File: config.mk
export PLATFORM = sky130hd
export DESIGN_NAME = gregorian_date_add_days_unit
export DESIGN_NICKNAME = d
export VERILOG_FILES = /design/src/sv/gdad_pkg.sv /design/src/sv/gdad_dp.sv /design/src/sv/gdad_ctrl.sv /design/src/sv/gregorian_date_add_days_unit.sv
export SDC_FILE = /design/constraint.sdc
export NUM_CORES = 1
export LEC_CHECK = 0
export BUFFER_PORTS_ARGS = -buffer_cell sky130_fd_sc_hd__buf_2
export CORE_MARGIN = 2
export CORE_UTILIZATION = 47
export DETAILED_ROUTE_END_ITERATION = 8
export PLACE_DENSITY_LB_ADDON = 0.3
export SLEW_MARGIN = 30
export SYNTH_ARGS = -nofsm -noshare
export SYNTH_HDL_FRONTEND = slang
export SYNTH_SLANG_ARGS = --single-unit
File: constraint.sdc
create_clock -name clk -period 3.3 [get_ports clk]
set_input_delay 0.33 -clock clk [delete_from_list [all_inputs] [get_ports clk]]
set_output_delay 0.33 -clock clk [all_outputs]
set_load 0.05 [all_outputs]
File: src/sv/gdad_pkg.sv
package gdad_pkg;

    localparam int YEAR_BITS_DEF = 16;
    localparam int ADD_BITS_DEF  = 12;

    localparam logic [3:0] MONTH_JAN = 4'd1;
    localparam logic [3:0] MONTH_FEB = 4'd2;
    localparam logic [3:0] MONTH_APR = 4'd4;
    localparam logic [3:0] MONTH_JUN = 4'd6;
    localparam logic [3:0] MONTH_SEP = 4'd9;
    localparam logic [3:0] MONTH_NOV = 4'd11;
    localparam logic [3:0] MONTH_DEC = 4'd12;

    localparam logic [4:0] LEN_LONG  = 5'd31;
    localparam logic [4:0] LEN_SHORT = 5'd30;
    localparam logic [4:0] LEN_LEAP  = 5'd29;
    localparam logic [4:0] LEN_FEB   = 5'd28;

    localparam logic [8:0] QUAD_CENT = 9'd400;
    localparam logic [8:0] CENT_1    = 9'd100;

    // 100 = 4 * 25 and 400 = 16 * 25, so year mod 25 plus the low year bits decide leap years
    localparam logic [4:0] CENT_FACTOR = 5'd25;
    // floor(y / 25) = (y * RECIP_25) >> RECIP_SHIFT for every 32-bit y
    localparam logic [30:0] RECIP_25    = 31'h51EB851F;
    localparam int          RECIP_SHIFT = 35;

    typedef struct packed {
        logic load;
        logic mod_step;
        logic run_step;
        logic capture;
    } cmd_t;

    typedef struct packed {
        logic need_sub;
        logic wrap_ovf;
    } sts_t;

    function automatic logic [4:0] month_len(input logic [3:0] month, input logic leap);
        logic [4:0] len;
        unique case (month)
            MONTH_APR, MONTH_JUN, MONTH_SEP, MONTH_NOV: len = LEN_SHORT;
            MONTH_FEB: len = leap ? LEN_LEAP : LEN_FEB;
            default: len = LEN_LONG;
        endcase
        return len;
    endfunction

endpackage

File: src/sv/gdad_dp.sv
module gdad_dp #(
    parameter int YEAR_BITS = gdad_pkg::YEAR_BITS_DEF,
    parameter int ADD_BITS  = gdad_pkg::ADD_BITS_DEF
) (
    input  logic                  clk,
    input  logic                  rst_n,
    input  gdad_pkg::cmd_t        cmd,
    output gdad_pkg::sts_t        sts,
    input  logic [4:0]            start_day,
    input  logic [3:0]            start_month,
    input  logic [YEAR_BITS-1:0]  start_year,
    input  logic [ADD_BITS-1:0]   days_to_add,
    output logic [4:0]            end_day,
    output logic [3:0]            end_month,
    output logic [YEAR_BITS-1:0]  end_year,
    output logic                  year_overflow
);

    localparam int DAY_W = ADD_BITS + 1;

    logic [DAY_W-1:0]     day_reg, day_next;
    logic [3:0]           month_reg, month_next;
    logic [YEAR_BITS-1:0] year_reg, year_next;
    logic [4:0]           quot_reg, quot_next;
    logic [4:0]           rem_reg, rem_next;
    logic                 ovf_reg, ovf_next;

    logic [4:0]           out_day_reg;
    logic [3:0]           out_month_reg;
    logic [YEAR_BITS-1:0] out_year_reg;
    logic                 out_ovf_reg;

    logic                 leap;
    logic [4:0]           len;
    logic                 need_sub;
    logic [4:0]           month_inc;
    logic                 wrap;
    logic                 year_max;
    logic [39:0]          prod;

    // year mod 25 tracked in rem_reg, mod 4 and mod 16 come from the low year bits
    assign leap = (year_reg[1:0] == 2'b00) &&
                  ((rem_reg != 5'd0) || (year_reg[3:0] == 4'd0));
    assign len       = gdad_pkg::month_len(month_reg, leap);
    assign need_sub  = day_reg > DAY_W'(len);
    assign month_inc = {1'b0, month_reg} + 5'd1;
    assign wrap      = month_inc > {1'b0, gdad_pkg::MONTH_DEC};
    assign year_max  = &year_reg;
    assign prod      = 40'(start_year) * 40'(gdad_pkg::RECIP_25);

    assign sts.need_sub = need_sub;
    assign sts.wrap_ovf = need_sub && wrap && year_max;

    always_comb
    begin
        day_next   = day_reg;
        month_next = month_reg;
        year_next  = year_reg;
        quot_next  = quot_reg;
        rem_next   = rem_reg;
        ovf_next   = ovf_reg;
        if (cmd.load)
        begin
            day_next   = DAY_W'(start_day) + DAY_W'(days_to_add);
            month_next = start_month;
            year_next  = start_year;
            // low bits of year / 25 by reciprocal multiplication
            quot_next  = prod[gdad_pkg::RECIP_SHIFT +: 5];
            rem_next   = 5'd0;
            ovf_next   = 1'b0;
        end
        else if (cmd.mod_step)
        begin
            // the remainder fits in five bits, so year - 25 * quotient is taken mod 32
            rem_next = year_reg[4:0] - 5'(quot_reg * gdad_pkg::CENT_FACTOR);
        end
        else if (cmd.run_step && need_sub)
        begin
            day_next   = day_reg - DAY_W'(len);
            month_next = month_inc[3:0];
            if (wrap)
            begin
                if (year_max)
                begin
                    ovf_next   = 1'b1;
                    day_next   = DAY_W'(gdad_pkg::LEN_LONG);
                    month_next = gdad_pkg::MONTH_DEC;
                end
                else
                begin
                    month_next = gdad_pkg::MONTH_JAN;
                    year_next  = year_reg + 1'b1;
                    rem_next   = (rem_reg == 5'(gdad_pkg::CENT_FACTOR - 5'd1)) ? 5'd0
                                                                               : rem_reg + 5'd1;
                end
            end
        end
    end

    always_ff @(posedge clk)
    begin
        day_reg   <= day_next;
        month_reg <= month_next;
        year_reg  <= year_next;
        quot_reg  <= quot_next;
        rem_reg   <= rem_next;
        ovf_reg   <= ovf_next;
        if (cmd.capture)
        begin
            out_day_reg   <= day_reg[4:0];
            out_month_reg <= month_reg;
            out_year_reg  <= year_reg;
            out_ovf_reg   <= ovf_reg;
        end
    end

    assign end_day       = out_day_reg;
    assign end_month     = out_month_reg;
    assign end_year      = out_year_reg;
    assign year_overflow = out_ovf_reg;

    a_rem_range: assert property (@(posedge clk) disable iff (!rst_n)
        cmd.run_step |-> rem_reg < gdad_pkg::CENT_FACTOR)
        else $error("year remainder out of range");

    a_sat: assert property (@(posedge clk) disable iff (!rst_n)
        cmd.run_step && sts.wrap_ovf |=>
            ovf_reg && day_reg == DAY_W'(gdad_pkg::LEN_LONG) && month_reg == gdad_pkg::MONTH_DEC)
        else $error("overflow did not saturate");

    a_wrap_jan: assert property (@(posedge clk) disable iff (!rst_n)
        cmd.run_step && need_sub && wrap && !year_max |=>
            month_reg == gdad_pkg::MONTH_JAN && year_reg == $past(year_reg) + 1'b1)
        else $error("december wrap wrong");

endmodule

File: src/sv/gdad_ctrl.sv
module gdad_ctrl (
    input  logic           clk,
    input  logic           rst_n,
    input  logic           in_valid,
    output logic           in_ready,
    output logic           out_valid,
    input  logic           out_ready,
    input  gdad_pkg::sts_t sts,
    output gdad_pkg::cmd_t cmd
);

    localparam logic [1:0] S_IDLE = 2'd0;
    localparam logic [1:0] S_MOD  = 2'd1;
    localparam logic [1:0] S_RUN  = 2'd2;
    localparam logic [1:0] S_FIN  = 2'd3;

    logic [1:0]       state_reg, state_next;
    logic             out_valid_reg, out_valid_next;
    logic             out_free;

    assign out_free  = !out_valid_reg || out_ready;
    assign in_ready  = (state_reg == S_IDLE);
    assign out_valid = out_valid_reg;

    always_comb
    begin
        state_next = state_reg;
        cmd        = '0;
        unique case (state_reg)
            S_IDLE:
            begin
                if (in_valid)
                begin
                    cmd.load   = 1'b1;
                    state_next = S_MOD;
                end
            end
            S_MOD:
            begin
                cmd.mod_step = 1'b1;
                state_next   = S_RUN;
            end
            S_RUN:
            begin
                if (sts.need_sub)
                begin
                    cmd.run_step = 1'b1;
                    if (sts.wrap_ovf)
                        state_next = S_FIN;
                end
                else if (out_free)
                begin
                    cmd.capture = 1'b1;
                    state_next  = S_IDLE;
                end
            end
            S_FIN:
            begin
                if (out_free)
                begin
                    cmd.capture = 1'b1;
                    state_next  = S_IDLE;
                end
            end
            default: state_next = S_IDLE;
        endcase
    end

    always_comb
    begin
        out_valid_next = out_valid_reg;
        if (cmd.capture)
            out_valid_next = 1'b1;
        else if (out_ready)
            out_valid_next = 1'b0;
    end

    always_ff @(posedge clk or negedge rst_n)
    begin
        if (!rst_n)
        begin
            state_reg     <= S_IDLE;
            out_valid_reg <= 1'b0;
        end
        else
        begin
            state_reg     <= state_next;
            out_valid_reg <= out_valid_next;
        end
    end

    a_no_clobber: assert property (@(posedge clk) disable iff (!rst_n)
        cmd.capture |-> (!out_valid_reg || out_ready))
        else $error("result overwritten before taken");

    a_capture_valid: assert property (@(posedge clk) disable iff (!rst_n)
        cmd.capture |=> out_valid_reg)
        else $error("captured result not presented");

    a_out_hold: assert property (@(posedge clk) disable iff (!rst_n)
        out_valid_reg && !out_ready |=> out_valid_reg)
        else $error("result dropped before taken");

endmodule

File: src/sv/gregorian_date_add_days_unit.sv
// a transaction runs the load, year mod 25, month subtract and capture steps in that order,
// with one subtract step per month (about days_to_add/30, at most 135 for 12-bit counts);
// the subtract loop steps one month per cycle, and a new transaction is taken only after
// the last one is captured; a held result delays the capture and the input
// a finished result waits in an output register while the next transaction is taken
// reset (rst_n, async active low) clears the controller and output valid only
module gregorian_date_add_days_unit #(
    parameter int YEAR_BITS = gdad_pkg::YEAR_BITS_DEF,
    parameter int ADD_BITS  = gdad_pkg::ADD_BITS_DEF
) (
    input  logic                 clk,
    input  logic                 rst_n,
    input  logic                 in_valid,
    output logic                 in_ready,
    input  logic [4:0]           start_day,
    input  logic [3:0]           start_month,
    input  logic [YEAR_BITS-1:0] start_year,
    input  logic [ADD_BITS-1:0]  days_to_add,
    output logic                 out_valid,
    input  logic                 out_ready,
    output logic [4:0]           end_day,
    output logic [3:0]           end_month,
    output logic [YEAR_BITS-1:0] end_year,
    output logic                 year_overflow
);

    gdad_pkg::cmd_t cmd;
    gdad_pkg::sts_t sts;

    gdad_ctrl u_ctrl (
        .clk       (clk),
        .rst_n     (rst_n),
        .in_valid  (in_valid),
        .in_ready  (in_ready),
        .out_valid (out_valid),
        .out_ready (out_ready),
        .sts       (sts),
        .cmd       (cmd)
    );

    gdad_dp #(
        .YEAR_BITS(YEAR_BITS),
        .ADD_BITS (ADD_BITS)
    ) u_dp (
        .clk           (clk),
        .rst_n         (rst_n),
        .cmd           (cmd),
        .sts           (sts),
        .start_day     (start_day),
        .start_month   (start_month),
        .start_year    (start_year),
        .days_to_add   (days_to_add),
        .end_day       (end_day),
        .end_month     (end_month),
        .end_year      (end_year),
        .year_overflow (year_overflow)
    );

endmodule
==> results of run 1 <==
-- through the flow --
step | hold WS [ps] | area [um2] | setup WS [ps]
floorplan | 34.4 | 10800 | -1840
global placement | 128 | 12800 | -2310
detailed placement | 127 | 12800 | -2370
CTS | 277 | 13200 | -1830
global route | 285 | 13400 | -1960
finish | 283 | 13400 | -1800
-- area by class of cell --
cell class	instances	area share
Multi-Input combinational cell	727	0.593
Sequential cell	73	0.158
Timing Repair Buffer	244	0.133
Inverter	239	0.0678
Tap cell	285	0.0267
Clock buffer	10	0.0179
Clock inverter	6	0.00318
-- cells in the mapped netlist, types with 2 or more instances --
cell | number | area share
sky130_fd_sc_hd__nor4b_1 | 2 | 0.0016
sky130_fd_sc_hd__nand2b_1 | 3 | 0.0018
sky130_fd_sc_hd__a31oi_1 | 8 | 0.0047
sky130_fd_sc_hd__nand3_1 | 26 | 0.012
sky130_fd_sc_hd__dfxtp_1 | 6 | 0.011
sky130_fd_sc_hd__o31ai_1 | 2 | 0.0014
sky130_fd_sc_hd__o21ai_0 | 39 | 0.018
sky130_fd_sc_hd__inv_1 | 238 | 0.084
sky130_fd_sc_hd__edfxtp_1 | 64 | 0.18
sky130_fd_sc_hd__nor4_1 | 6 | 0.0035
sky130_fd_sc_hd__o211ai_1 | 11 | 0.0077
sky130_fd_sc_hd__nor3_1 | 9 | 0.0042
sky130_fd_sc_hd__xor2_1 | 27 | 0.022
sky130_fd_sc_hd__a21boi_0 | 2 | 0.0014
sky130_fd_sc_hd__nor2b_1 | 8 | 0.0047
sky130_fd_sc_hd__fa_1 | 150 | 0.28
sky130_fd_sc_hd__clkbuf_1 | 8 | 0.0028
sky130_fd_sc_hd__o21a_1 | 3 | 0.0021
sky130_fd_sc_hd__or3_4 | 2 | 0.0021
sky130_fd_sc_hd__or3_1 | 2 | 0.0012
sky130_fd_sc_hd__a221o_1 | 2 | 0.0019
sky130_fd_sc_hd__o22ai_1 | 5 | 0.0029
sky130_fd_sc_hd__xnor2_1 | 24 | 0.020
sky130_fd_sc_hd__a22oi_1 | 2 | 0.0014
sky130_fd_sc_hd__a211oi_1 | 6 | 0.0042
sky130_fd_sc_hd__or2_2 | 2 | 0.0012
sky130_fd_sc_hd__and4_1 | 2 | 0.0016
sky130_fd_sc_hd__a2111oi_0 | 3 | 0.0025
sky130_fd_sc_hd__and3_1 | 10 | 0.0059
sky130_fd_sc_hd__and2_1 | 6 | 0.0035
sky130_fd_sc_hd__o2111ai_1 | 3 | 0.0025
sky130_fd_sc_hd__dfrtp_1 | 3 | 0.0070
sky130_fd_sc_hd__a21oi_1 | 31 | 0.015
sky130_fd_sc_hd__ha_1 | 176 | 0.21
sky130_fd_sc_hd__a21o_1 | 15 | 0.011
sky130_fd_sc_hd__nor2_1 | 35 | 0.012
sky130_fd_sc_hd__nand2_1 | 65 | 0.023
sky130_fd_sc_hd__a31o_2 | 3 | 0.0025
sky130_fd_sc_hd__o21ai_1 | 4 | 0.0019
sky130_fd_sc_hd__nand4_1 | 14 | 0.0082
-- worst paths after layout --
| path | to | slack [ps] | cells after the start |
|---|---|---|---|
| max | u_dp.quot_reg[0]$_DFFE_PP_ | -1800 | 21 |
| min | u_dp.month_reg[1]$_DFFE_PP_ | 280 | 3 |
| max reg2reg | u_dp.rem_reg[2]$_SDFFE_PP0P_ | 150 | 13 |
| min reg2reg | u_dp.year_overflow$_DFFE_PP_ | 430 | 0 |
| max in group asynchronous | u_ctrl.state_reg[0]$_DFFE_PN0P_ | 2880 | 2 |
| min in group asynchronous | u_ctrl.out_valid$_DFFE_PN0P_ | 320 | 2 |
-- logic make-up (layout without fill, tap and decap cells) --
family / after synthesis / after routing / synth area share
AOI/OAI and AO/OA: 149 / 149 / 0.0901
xor gates and xnor gates: 52 / 52 / 0.0439
adders and majority gates: 326 / 326 / 0.487
buffers and inverters: 248 / 499 / 0.0878
DFF: 73 / 73 / 0.198
muxes: 1 / 1 / 0.00105
and+or+nand+nor: 199 / 199 / 0.0923
-- critical path, cell delays in order --
cell                       delay [ps]
sky130_fd_sc_hd__buf_8             80
sky130_fd_sc_hd__inv_4             40
sky130_fd_sc_hd__fa_1             570
sky130_fd_sc_hd__inv_2             70
sky130_fd_sc_hd__fa_1             480
sky130_fd_sc_hd__inv_1             50
sky130_fd_sc_hd__fa_1             440
sky130_fd_sc_hd__fa_1             520
sky130_fd_sc_hd__inv_1             60
sky130_fd_sc_hd__fa_1             500
sky130_fd_sc_hd__inv_1             50
sky130_fd_sc_hd__fa_1             500
sky130_fd_sc_hd__inv_2             50
sky130_fd_sc_hd__ha_4             220
sky130_fd_sc_hd__nand4_1          200
sky130_fd_sc_hd__nor2_2            90
sky130_fd_sc_hd__a31o_2           200
sky130_fd_sc_hd__a222oi_1         340
sky130_fd_sc_hd__buf_4            200
sky130_fd_sc_hd__nand2_2           50
sky130_fd_sc_hd__xor2_1           130
-- repair_timing --
action                                  4_1_cts  5_1_grt
cloned                                        0        0
endpoints found under the setup margin        6       25
pin swaps                                    16       24
gates resized for setup                      25       19
hold buffers                                  1        0
hold endpoints to repair                      3        0
setup buffers                                 3        5
-- routing by layer --
layer / global-route usage / wire length [um]
met5: 0 / 0
met4: 0.0485 / 383
met3: 0.0272 / 1280
met2: 0.408 / 13300
met1: 0.325 / 12000
-- power by group --
| part | leakage, nW | internal (W) | total (W) | switching, W |
|---|---|---|---|---|
| Clock | 0.135 | 0.000530 | 0.000928 | 0.000397 |
| Combinational | 5.76 | 0.00590 | 0.0123 | 0.00639 |
| Sequential | 0.676 | 0.00109 | 0.00109 | 0.0000000000000000000198 |
| Total | 6.58 | 0.00752 | 0.0143 | 0.00678 |
==> summary.md, run 1 <==
| Metric | Value |
|---|---|
| Outcome | finished with violations |
| Violations in the final reports | negative setup slack |
| Final critical-path share of the clock period | 1.54 |
| Number of antenna violations at the first check in global routing | 0 |
| Number of H-tree levels | 3 |
| Clk Latency, worst-skew pair | 340 ps |
| HPWL after detailed placement | 23500 um |
| Final core utilization | 0.594 |
| Worst setup EP type | register |
| Clock tree from TritonCTS | done |
| Root buffer cell | sky130_fd_sc_hd__clkbuf_16 |
| Number of cells in the finished layout apart from fillers | 1584 |
| Post-route DRC | 0 |
| Area of the die | 0.0240 mm2 |
| Headroom to the max-slew limit | 0.503 |
| Worst Setup Slack, final | -1800 ps |
| Flop and latch count out of synthesis | 73 |
| Number of placement rows | 55 |
| Actual transition at the worst max-transition pin | 734 ps |
| Post-Synthesis Net Count | 1415 |
| Post-detailed-route wirelength per cell | 17.0 um |
| HP Start | start_month[1] |
| Worst setup SP type | input pin |
| Antenna cell count | 0 |
| Final Hold Fails | 0 |
| Inserted Clock Buffers | 9 |
| Upper clock frequency limit | 0.196 GHz |
| IO Pins | between 60 and 70 |
| Number of nets with antenna violations after routing | 0 |
| Area taken by multi-input logic gates | a little under 0.008 mm2 |
| Min-delay worst type | input pin to register |
| Number of port buffers | 68 |
| Startpoint of the most critical register-to-register path | u_dp.month_reg[1]$_DFFE_PP_ |
| Power density over the cells | 1070 mW/mm2 |
| Total of max-cap violations | 0 |
| Number of enable-type register cells in the synthesized netlist | 64 |
| Area of the core | roughly 0.023 mm2 |
| Detailed-route vias per instance | about 5.2 |
| Pin count of the biggest net entering global routing | 40 |
| Clock-pin slew reported for the worst setup and hold paths after clock tree synthesis | 60 ps |
| Chip Width | 155 um |
| GR Overflow Total | 0 |
| Total standard cell area after synthesis | 0.0107 mm2 |
| Post-Route WL | 26900 um |
| Height of the chip | 155 um |
| Fill count | approximately 1900 |
| Cell count after synthesis | 1048 |
| Clock Skews | 6.10 ps |
| Total negative slack | -8820 ps |
| Top library cells by usage in the layout, fill and taps aside | sky130_fd_sc_hd__inv_1 (228), sky130_fd_sc_hd__buf_4 (170), sky130_fd_sc_hd__ha_1 (167) |
| Placer Congestion | between 0.9 and 1 |
| Main synth FF type | sky130_fd_sc_hd__edfxtp_1 |
| Post-layout min period | between 5000 and 6000 ps |
| Fin nets | roughly 1700 |
| Placed cell count | 1559 |
| Maximum number of buffers from clock root to sink | 2 |
| Largest vdd supply drop | 0.857 mV |
| Initial core utilization | 0.475 |
| DR vias | 8175 |
| Iteration-0 DRC count of the detailed router | 372 |
| First-pass DRT Iterations | 5 |
| Static leakage | roughly 6.6 nW |
| Sequential share of the synthesized area | 0.198 |
| Global-route wire length before repair | 44100 um |
| Max-slew violations | 0 |
| Setup crit start | start_year[14] |
| Layout overhead on the synthesized area | 25.1% |
| Synth unique cells | between 60 and 70 |
| Global-route usage over all layers | 0.237 |
| Leading cell type in the layout, fill and taps excluded | sky130_fd_sc_hd__inv_1 |
| Number of global-route vias before repair | 8473 |
| Post-synth ARST share | 0.0411 |
| Worst endpoint data arrival time | a little over 5000 ps |
| Total Power Consumption | 0.0143 W |
| Unrepaired setup endpoints after global routing | true |
| Req. time, crit path | 3390 ps |
| Final setup violating endpoints | 5 |
| Maximum fanout count along the critical path | 4 |
| Clock sink count | 73 |
| Crit Path Class | input pin to register |
| Average cell area after synthesis | just over 10 um2 |
| Synth warnings | 0 |
| Layout cells sized above 1 | 0.248 |
| FF+latch area | 0.00212 mm2 |
Power figures use the tool's default switching activity.
==> run 2: changes to the inputs <==
--- a/config.mk
+++ b/config.mk
@@ -6,7 +6,7 @@
 export NUM_CORES = 1
 export LEC_CHECK = 0
 export BUFFER_PORTS_ARGS = -buffer_cell sky130_fd_sc_hd__buf_2
-export CORE_MARGIN = 2
+export CORE_MARGIN = 3
 export CORE_UTILIZATION = 47
 export DETAILED_ROUTE_END_ITERATION = 8
 export PLACE_DENSITY_LB_ADDON = 0.3
==> run 2 against run 1 <==
- the run still ends with negative setup slack left
- utilization up 0.21 points
- total power is 3.0% lower
- setup slack better by 14 ps
- combinational power is 5% lower
- global-route usage fell by 1.0 points
- non-clock buffer count is 19 lower
- critical path type unchanged
- largest cell class unchanged
- largest power group unchanged
==> summary.md, run 2 (synthesized netlist as in run 1, its figures left out) <==
| Metric | Value |
|---|---|
| Outcome | finished with violations (unchanged) |
| Violations in the final reports | negative setup slack (unchanged) |
| Worst Hold Slack | 293 ps (was 283 ps) |
| Final critical-path share of the clock period | 1.54 (about the same) |
| Chip Width | 157 um (was 155 um) |
| Final core utilization | 0.596 (was 0.594) |
| Power density over the cells | 1050 mW/mm2 (was 1070 mW/mm2) |
| Maximum fanout count along the critical path | 4 (unchanged) |
| Top library cells by usage in the layout, fill and taps aside | sky130_fd_sc_hd__inv_1 (225), sky130_fd_sc_hd__ha_1 (169), sky130_fd_sc_hd__buf_4 (153) (was sky130_fd_sc_hd__inv_1 (228), sky130_fd_sc_hd__buf_4 (170), sky130_fd_sc_hd__ha_1 (167)) |
| Clock-pin slew reported for the worst setup and hold paths after clock tree synthesis | 50 ps (was 60 ps) |
| Worst setup SP type | input pin (unchanged) |
| Height of the chip | 157 um (was 155 um) |
| Inserted Clock Buffers | 9 (unchanged) |
| Worst endpoint data arrival time | 5160 ps (was 5190 ps) |
| Worst setup EP type | register (unchanged) |
| Number of placement rows | 54 (was 55) |
| HPWL after detailed placement | 23900 um (was 23500 um) |
| Area of the core | 0.0221 mm2 (was 0.0225 mm2) |
| Area of the die | 0.0246 mm2 (was 0.0240 mm2) |
| Post-route DRC | 0 (unchanged) |
| Cell internal pwr | 0.00740 W (was 0.00752 W) |
| Portion of total power attributed to sequential cells | 0.079 (was 0.076) |
| Post-Route WL | 27500 um (was 26900 um) |
| Static leakage | 6.49 nW (was 6.58 nW) |
| Iteration-0 DRC count of the detailed router | 434 (was 372) |
| Layout overhead on the synthesized area | 23.2% (was 25.1%) |
| Clock sink count | 73 (unchanged) |
| Number of global-route vias before repair | 8404 (was 8473) |
| Post-Place Setup Slack | -2250 ps (was -2370 ps) |
| Share of total power consumed by net switching | 0.467 (was 0.474) |
| Unrepaired setup endpoints after global routing | true (unchanged) |
| Leading cell type in the layout, fill and taps excluded | sky130_fd_sc_hd__inv_1 (unchanged) |
| Global-route usage over all layers | 0.226 (was 0.237) |
| Headroom to the max-slew limit | 0.449 (was 0.503) |
| Number of nets with antenna violations after routing | 0 (unchanged) |
| Layout cells sized above 1 | 0.236 (was 0.248) |
| Clock Skews | 8.57 ps (was 6.10 ps) |
| Number of port buffers | 68 (unchanged) |
| Total Power Consumption | 0.0139 W (was 0.0143 W) |
| Number of antenna violations at the first check in global routing | 1 (was 0) |
| Min-delay worst type | input pin to register (unchanged) |
| Sw power | 0.00647 W (was 0.00678 W) |
| Relative contribution of the clock network to total power | 0.077 (was 0.065) |
| Post-layout min period | 5080 ps (was 5100 ps) |
| Final Hold Fails | 0 (unchanged) |
| Final Instance Area | 0.0132 mm2 (was 0.0134 mm2) |
| Post-detailed-route wirelength per cell | 17.6 um (was 17.0 um) |
| Placer Congestion | 0.958 (was 0.931) |
| Global-route wire length before repair | 43100 um (was 44100 um) |
| Clk Latency, worst-skew pair | 330 ps (was 340 ps) |
| Antenna cell count | 0 (unchanged) |
| Fill count | 1880 (was 1889) |
| Max-slew violations | 0 (unchanged) |
| Initial core utilization | 0.484 (was 0.475) |
| Post-DP Area | 0.0127 mm2 (was 0.0128 mm2) |
| Worst Setup Slack, final | -1780 ps (was -1800 ps) |
| Actual transition at the worst max-transition pin | 819 ps (was 734 ps) |
| Largest vdd supply drop | 1.35 mV (was 0.857 mV) |
| Combinational share of power | 0.844 (was 0.859) |
| Total of max-cap violations | 0 (unchanged) |
| R2r setup slk | 130 ps (was 150 ps) |
| Number of H-tree levels | 3 (unchanged) |
| Fin nets | 1643 (was 1661) |
| Root buffer cell | sky130_fd_sc_hd__clkbuf_16 (unchanged) |
| Area taken by multi-input logic gates | 0.00789 mm2 (was 0.00793 mm2) |
| GR Overflow Total | 0 (unchanged) |
| DR vias | 8150 (was 8175) |
| Clock tree from TritonCTS | done (unchanged) |
| Req. time, crit path | 3370 ps (was 3390 ps) |
| IO Pins | 69 (unchanged) |
| Upper clock frequency limit | 0.197 GHz (was 0.196 GHz) |
| Pin count of the biggest net entering global routing | 35 (was 40) |
| Maximum number of buffers from clock root to sink | 2 (unchanged) |
| FF+latch area | 0.00212 mm2 (about the same) |
| Detailed-route vias per instance | 5.22 (was 5.16) |
| First-pass DRT Iterations | 7 (was 5) |
| Final setup violating endpoints | 5 (unchanged) |
| Crit Path Class | input pin to register (unchanged) |
[run 2: repair_timing]
item                                    4_1_cts  5_1_grt
setup buffers                                 2        1
gates resized for setup                      19       20
gates cloned                                  0        1
endpoints found under the setup margin        5       23
hold buffers                                  1        0
endpoints found under the hold margin         3        0
pin swaps                                    10        6
[run 2: power groups by stage]
stage	clock (W)	combinational, W	sequential, W
2_1_floorplan	0	0.00713	0.00111
3_3_place_gp	0	0.0110	0.00111
3_5_place_dp	0	0.0112	0.00111
4_1_cts	0.00107	0.0114	0.00109
5_1_grt	0.00111	0.0131	0.00109
6_report	0.00107	0.0117	0.00109
[run 2: per-stage QoR]
step / std cells / TNS [ps]
finish: 1561 / -8810
global route: 1561 / -9730
detailed placement: 1540 / -10960
floorplan: 1048 / -8850
CTS: 1559 / -8850
global placement: 1540 / -10780
[run 2: worst paths after layout]
| kind | start | endpoint | cells after the start |
|---|---|---|---|
| worst min register to register | u_dp.ovf_reg$_SDFFE_PP0P_ | u_dp.year_overflow$_DFFE_PP_ | 0 |
| max in group asynchronous | rst_n | u_ctrl.out_valid$_DFFE_PN0P_ | 2 |
| min in group asynchronous | rst_n | u_ctrl.state_reg[1]$_DFFE_PN0P_ | 2 |
| worst min-delay path | start_month[1] | u_dp.month_reg[1]$_DFFE_PP_ | 3 |
| worst max-delay path | start_year[13] | u_dp.quot_reg[1]$_DFFE_PP_ | 21 |
| worst max register to register | u_dp.month_reg[0]$_DFFE_PP_ | u_dp.rem_reg[2]$_SDFFE_PP0P_ | 11 |
[run 2: layer usage]
metal / vias to the layer above / GRT usage / wire [um]
met5: - / 0 / 0
met4: 0 / 0.0646 / 781
met3: 36 / 0.0296 / 1030
met2: 169 / 0.385 / 13500
met1: 4008 / 0.305 / 12200
li1: 3937 / - / -
[run 2: critical path, cell delays in order]
cell,delay [ps]
sky130_fd_sc_hd__buf_8,90
sky130_fd_sc_hd__inv_8,30
sky130_fd_sc_hd__fa_1,580
sky130_fd_sc_hd__inv_2,80
sky130_fd_sc_hd__fa_1,490
sky130_fd_sc_hd__inv_2,40
sky130_fd_sc_hd__fa_1,470
sky130_fd_sc_hd__fa_1,510
sky130_fd_sc_hd__inv_1,50
sky130_fd_sc_hd__fa_1,490
sky130_fd_sc_hd__inv_2,40
sky130_fd_sc_hd__fa_1,510
sky130_fd_sc_hd__inv_2,50
sky130_fd_sc_hd__ha_4,270
sky130_fd_sc_hd__nand4_1,220
sky130_fd_sc_hd__buf_4,230
sky130_fd_sc_hd__nor4_2,110
sky130_fd_sc_hd__o21ai_1,90
sky130_fd_sc_hd__a31oi_1,220
sky130_fd_sc_hd__o21ai_1,110
sky130_fd_sc_hd__xnor2_1,140
[run 2: cell type report]
type                    count  share of cell area
multi-input cells         728               0.599
repair buffers            225               0.120
clock buffers              13              0.0222
clock inverters             3             0.00332
well taps                 280              0.0266
inverters                 239              0.0687
flip-flops and latches     73               0.161
==> run 3: changes to the inputs <==
==> constraint.sdc (replaced) <==
create_clock -name clk -period 6.3 [get_ports clk]
set_input_delay 0.63 -clock clk [delete_from_list [all_inputs] [get_ports clk]]
set_output_delay 0.63 -clock clk [all_outputs]
set_load 0.05 [all_outputs]
==> run 3 against run 2 <==
- the flow now finishes without violations
- sequential power fell by 48%
- setup slack better by 2100 ps
- clock power fell by 55%
- global-route usage shrank 1.0 points
- critical path depth decreased by 1
- first-iteration DRC count shrank 3.5%
- utilization decreased by 6.5 points
- non-clock buffer count is 141 lower
==> summary.md, run 3 (synthesized netlist as in run 1, its figures left out) <==
| Metric | Value |
|---|---|
| First-pass DRT Iterations | 5 (was 7) |
| Placer Congestion | 0.935 (was 0.958) |
| Upper clock frequency limit | 0.167 GHz |
| Clock-pin slew reported for the worst setup and hold paths after clock tree synthesis | 60 ps (was 50 ps) |
| Initial core utilization | 0.484 (unchanged) |
| Number of H-tree levels | 3 (unchanged) |
| Root buffer cell | sky130_fd_sc_hd__clkbuf_16 (unchanged) |
| Cells on worst reg2reg path | 10 (was 11) |
| Clk Latency, worst-skew pair | 330 ps (about the same) |
| Area of the die | 0.0246 mm2 (unchanged) |
| Clock Skews | 9.05 ps (was 8.57 ps) |
| Leading cell type in the layout, fill and taps excluded | sky130_fd_sc_hd__inv_1 (unchanged) |
| Outcome | completed (was finished with violations) |
| Worst R2R End | u_dp.year_reg[10]$_DFFE_PP_ (was u_dp.rem_reg[2]$_SDFFE_PP0P_) |
| Height of the chip | 157 um (unchanged) |
| Number of nets with antenna violations after routing | 0 (unchanged) |
| Area of the core | 0.0221 mm2 (unchanged) |
| Power density over the cells | 489 mW/mm2 (was 1050 mW/mm2) |
| Worst endpoint data arrival time | 6070 ps (was 5160 ps) |
| Fin nets | 1501 (was 1643) |
| Startpoint of the most critical register-to-register path | u_dp.month_reg[0]$_DFFE_PP_ (unchanged) |
| Final core utilization | 0.531 (was 0.596) |
| Pin count of the biggest net entering global routing | 41 (was 35) |
| IO Pins | 69 (unchanged) |
| Worst setup EP type | register (unchanged) |
| Inserted Clock Buffers | 9 (unchanged) |
| GR Overflow Total | 0 (unchanged) |
| Total negative slack | 0 ps (was -8810 ps) |
| Layout cells sized above 1 | 0.0949 (was 0.236) |
| Global-route usage over all layers | 0.216 (was 0.226) |
| Layout overhead on the synthesized area | 9.81% (was 23.2%) |
| Max-slew violations | 0 (unchanged) |
| Largest vdd supply drop | 0.728 mV (was 1.35 mV) |
| Worst setup SP type | input pin (unchanged) |
| R2r setup slk | 2490 ps (was 130 ps) |
| Post-route DRC | 0 (unchanged) |
| CTS Hold Bufs | 0 (was 1) |
| Req. time, crit path | 6380 ps (was 3370 ps) |
| Antenna cell count | 0 (unchanged) |
| HPWL after detailed placement | 21900 um (was 23900 um) |
| Chip Width | 157 um (unchanged) |
| Buffers inserted during post-CTS setup optimization | 0 (was 2) |
| Number of port buffers | 68 (unchanged) |
| Post-cts repair resize count | 0 (was 19) |
| Unrepaired setup endpoints after global routing | false (was true) |
| Post-layout min period | between 5000 and 6000 ps |
| Final setup violating endpoints | 0 (was 5) |
| Actual transition at the worst max-transition pin | 799 ps (was 819 ps) |
| Final critical-path share of the clock period | 0.951 |
| Placed cell count | 1403 (was 1540) |
| Number of antenna violations at the first check in global routing | 0 (was 1) |
| DR vias | 7713 (was 8150) |
| Number of cells in the finished layout apart from fillers | 1418 (was 1561) |
| Top library cells by usage in the layout, fill and taps aside | sky130_fd_sc_hd__inv_1 (238), sky130_fd_sc_hd__ha_1 (176), sky130_fd_sc_hd__fa_1 (150) (was sky130_fd_sc_hd__inv_1 (225), sky130_fd_sc_hd__ha_1 (169), sky130_fd_sc_hd__buf_4 (153)) |
| Static leakage | 5.75 nW (was 6.49 nW) |
| Clock tree from TritonCTS | done (unchanged) |
| Min-delay worst type | input pin to async pin (was input pin to register) |
| Maximum fanout count along the critical path | 5 (was 4) |
| Post-detailed-route wirelength per cell | 18.0 um (was 17.6 um) |
| Post-Route WL | 25500 um (was 27500 um) |
| Clock sink count | 73 (unchanged) |
| Headroom to the max-slew limit | 0.466 (was 0.449) |
| Total of max-cap violations | 0 (unchanged) |
| Maximum number of buffers from clock root to sink | 2 (unchanged) |
| Final Hold Fails | 0 (unchanged) |
| Iteration-0 DRC count of the detailed router | 419 (was 434) |
| Number of placement rows | 54 (unchanged) |
| Global-route wire length before repair | 41000 um (was 43100 um) |
| Crit Path Class | input pin to register (unchanged) |
| Number of global-route vias before repair | 7862 (was 8404) |
| Detailed-route vias per instance | 5.44 (was 5.22) |
[run 3: cell count changes in the layout (fill, tap and decap cells not counted), moves of 4 or more]
cell	before	now
sky130_fd_sc_hd__buf_2	64	68
sky130_fd_sc_hd__buf_4	153	16
sky130_fd_sc_hd__buf_6	4	0
sky130_fd_sc_hd__fa_1	142	150
sky130_fd_sc_hd__fa_2	8	0
sky130_fd_sc_hd__ha_1	169	176
sky130_fd_sc_hd__ha_4	6	0
sky130_fd_sc_hd__inv_1	225	238
sky130_fd_sc_hd__inv_2	12	0
sky130_fd_sc_hd__o21ai_0	35	39
[run 3: cell type report]
cell class,instances,area (um2)
clock buffers,10,229
clock inverters,5,47.5
fillers,2007,10400
inverters,239,897
multi-input cells,727,7640
flip-flops and latches,73,2120
well taps,280,350
repair buffers,84,460
[run 3: worst max-delay path by stage]
| stage | to | slack [ps] | from | cells past startpoint |
|---|---|---|---|---|
| floorplan | u_dp.quot_reg[0]$_DFFE_PP_ | 510 | start_year[14] | 19 |
| global placement | u_dp.quot_reg[0]$_DFFE_PP_ | 60 | start_year[14] | 20 |
| detailed placement | u_dp.quot_reg[4]$_DFFE_PP_ | 30 | start_year[14] | 20 |
| CTS | u_dp.quot_reg[4]$_DFFE_PP_ | 370 | start_year[14] | 20 |
| global route | u_dp.quot_reg[4]$_DFFE_PP_ | 90 | start_year[14] | 20 |
| finish | u_dp.quot_reg[0]$_DFFE_PP_ | 310 | start_year[14] | 20 |
[run 3: power by group]
group | internal [W] | switching [W]
clock network | 0.000300 | 0.000181
logic | 0.00193 | 0.00277
registers | 0.000571 | 0.0000000000000000000114
total | 0.00280 | 0.00295
[run 3: metal layers]
layer | track usage | share of wire
met1 | 0.288 | 0.43
met2 | 0.370 | 0.49
met3 | 0.0324 | 0.058
met4 | 0.0571 | 0.020
met5 | 0 | 0
[run 3: worst max-delay path, cell delays in order]
cell and delay, ps:
sky130_fd_sc_hd__buf_2 90, sky130_fd_sc_hd__inv_1 80, sky130_fd_sc_hd__fa_1 580, sky130_fd_sc_hd__inv_1 160
sky130_fd_sc_hd__fa_1 530, sky130_fd_sc_hd__inv_1 50, sky130_fd_sc_hd__fa_1 500, sky130_fd_sc_hd__fa_1 550
sky130_fd_sc_hd__inv_1 50, sky130_fd_sc_hd__fa_1 520, sky130_fd_sc_hd__inv_1 60, sky130_fd_sc_hd__fa_1 530
sky130_fd_sc_hd__inv_1 40, sky130_fd_sc_hd__ha_1 310, sky130_fd_sc_hd__a21oi_1 150, sky130_fd_sc_hd__o21ai_0 150
sky130_fd_sc_hd__a221o_1 400, sky130_fd_sc_hd__a222oi_1 420, sky130_fd_sc_hd__nand2_1 120, sky130_fd_sc_hd__xor2_1 150
[run 3: through the flow]
step	hold WS, ps	cell area, um2	power, W	setup WS (ps)
after global routing	78.2	11700	0.00638	93.1
after floorplan	334	10700	0.00400	506
final	84.6	11700	0.00574	308
after detailed placement	420	11500	0.00521	27.0
after global placement	421	11500	0.00515	62.0
after CTS	69.7	11700	0.00573	365
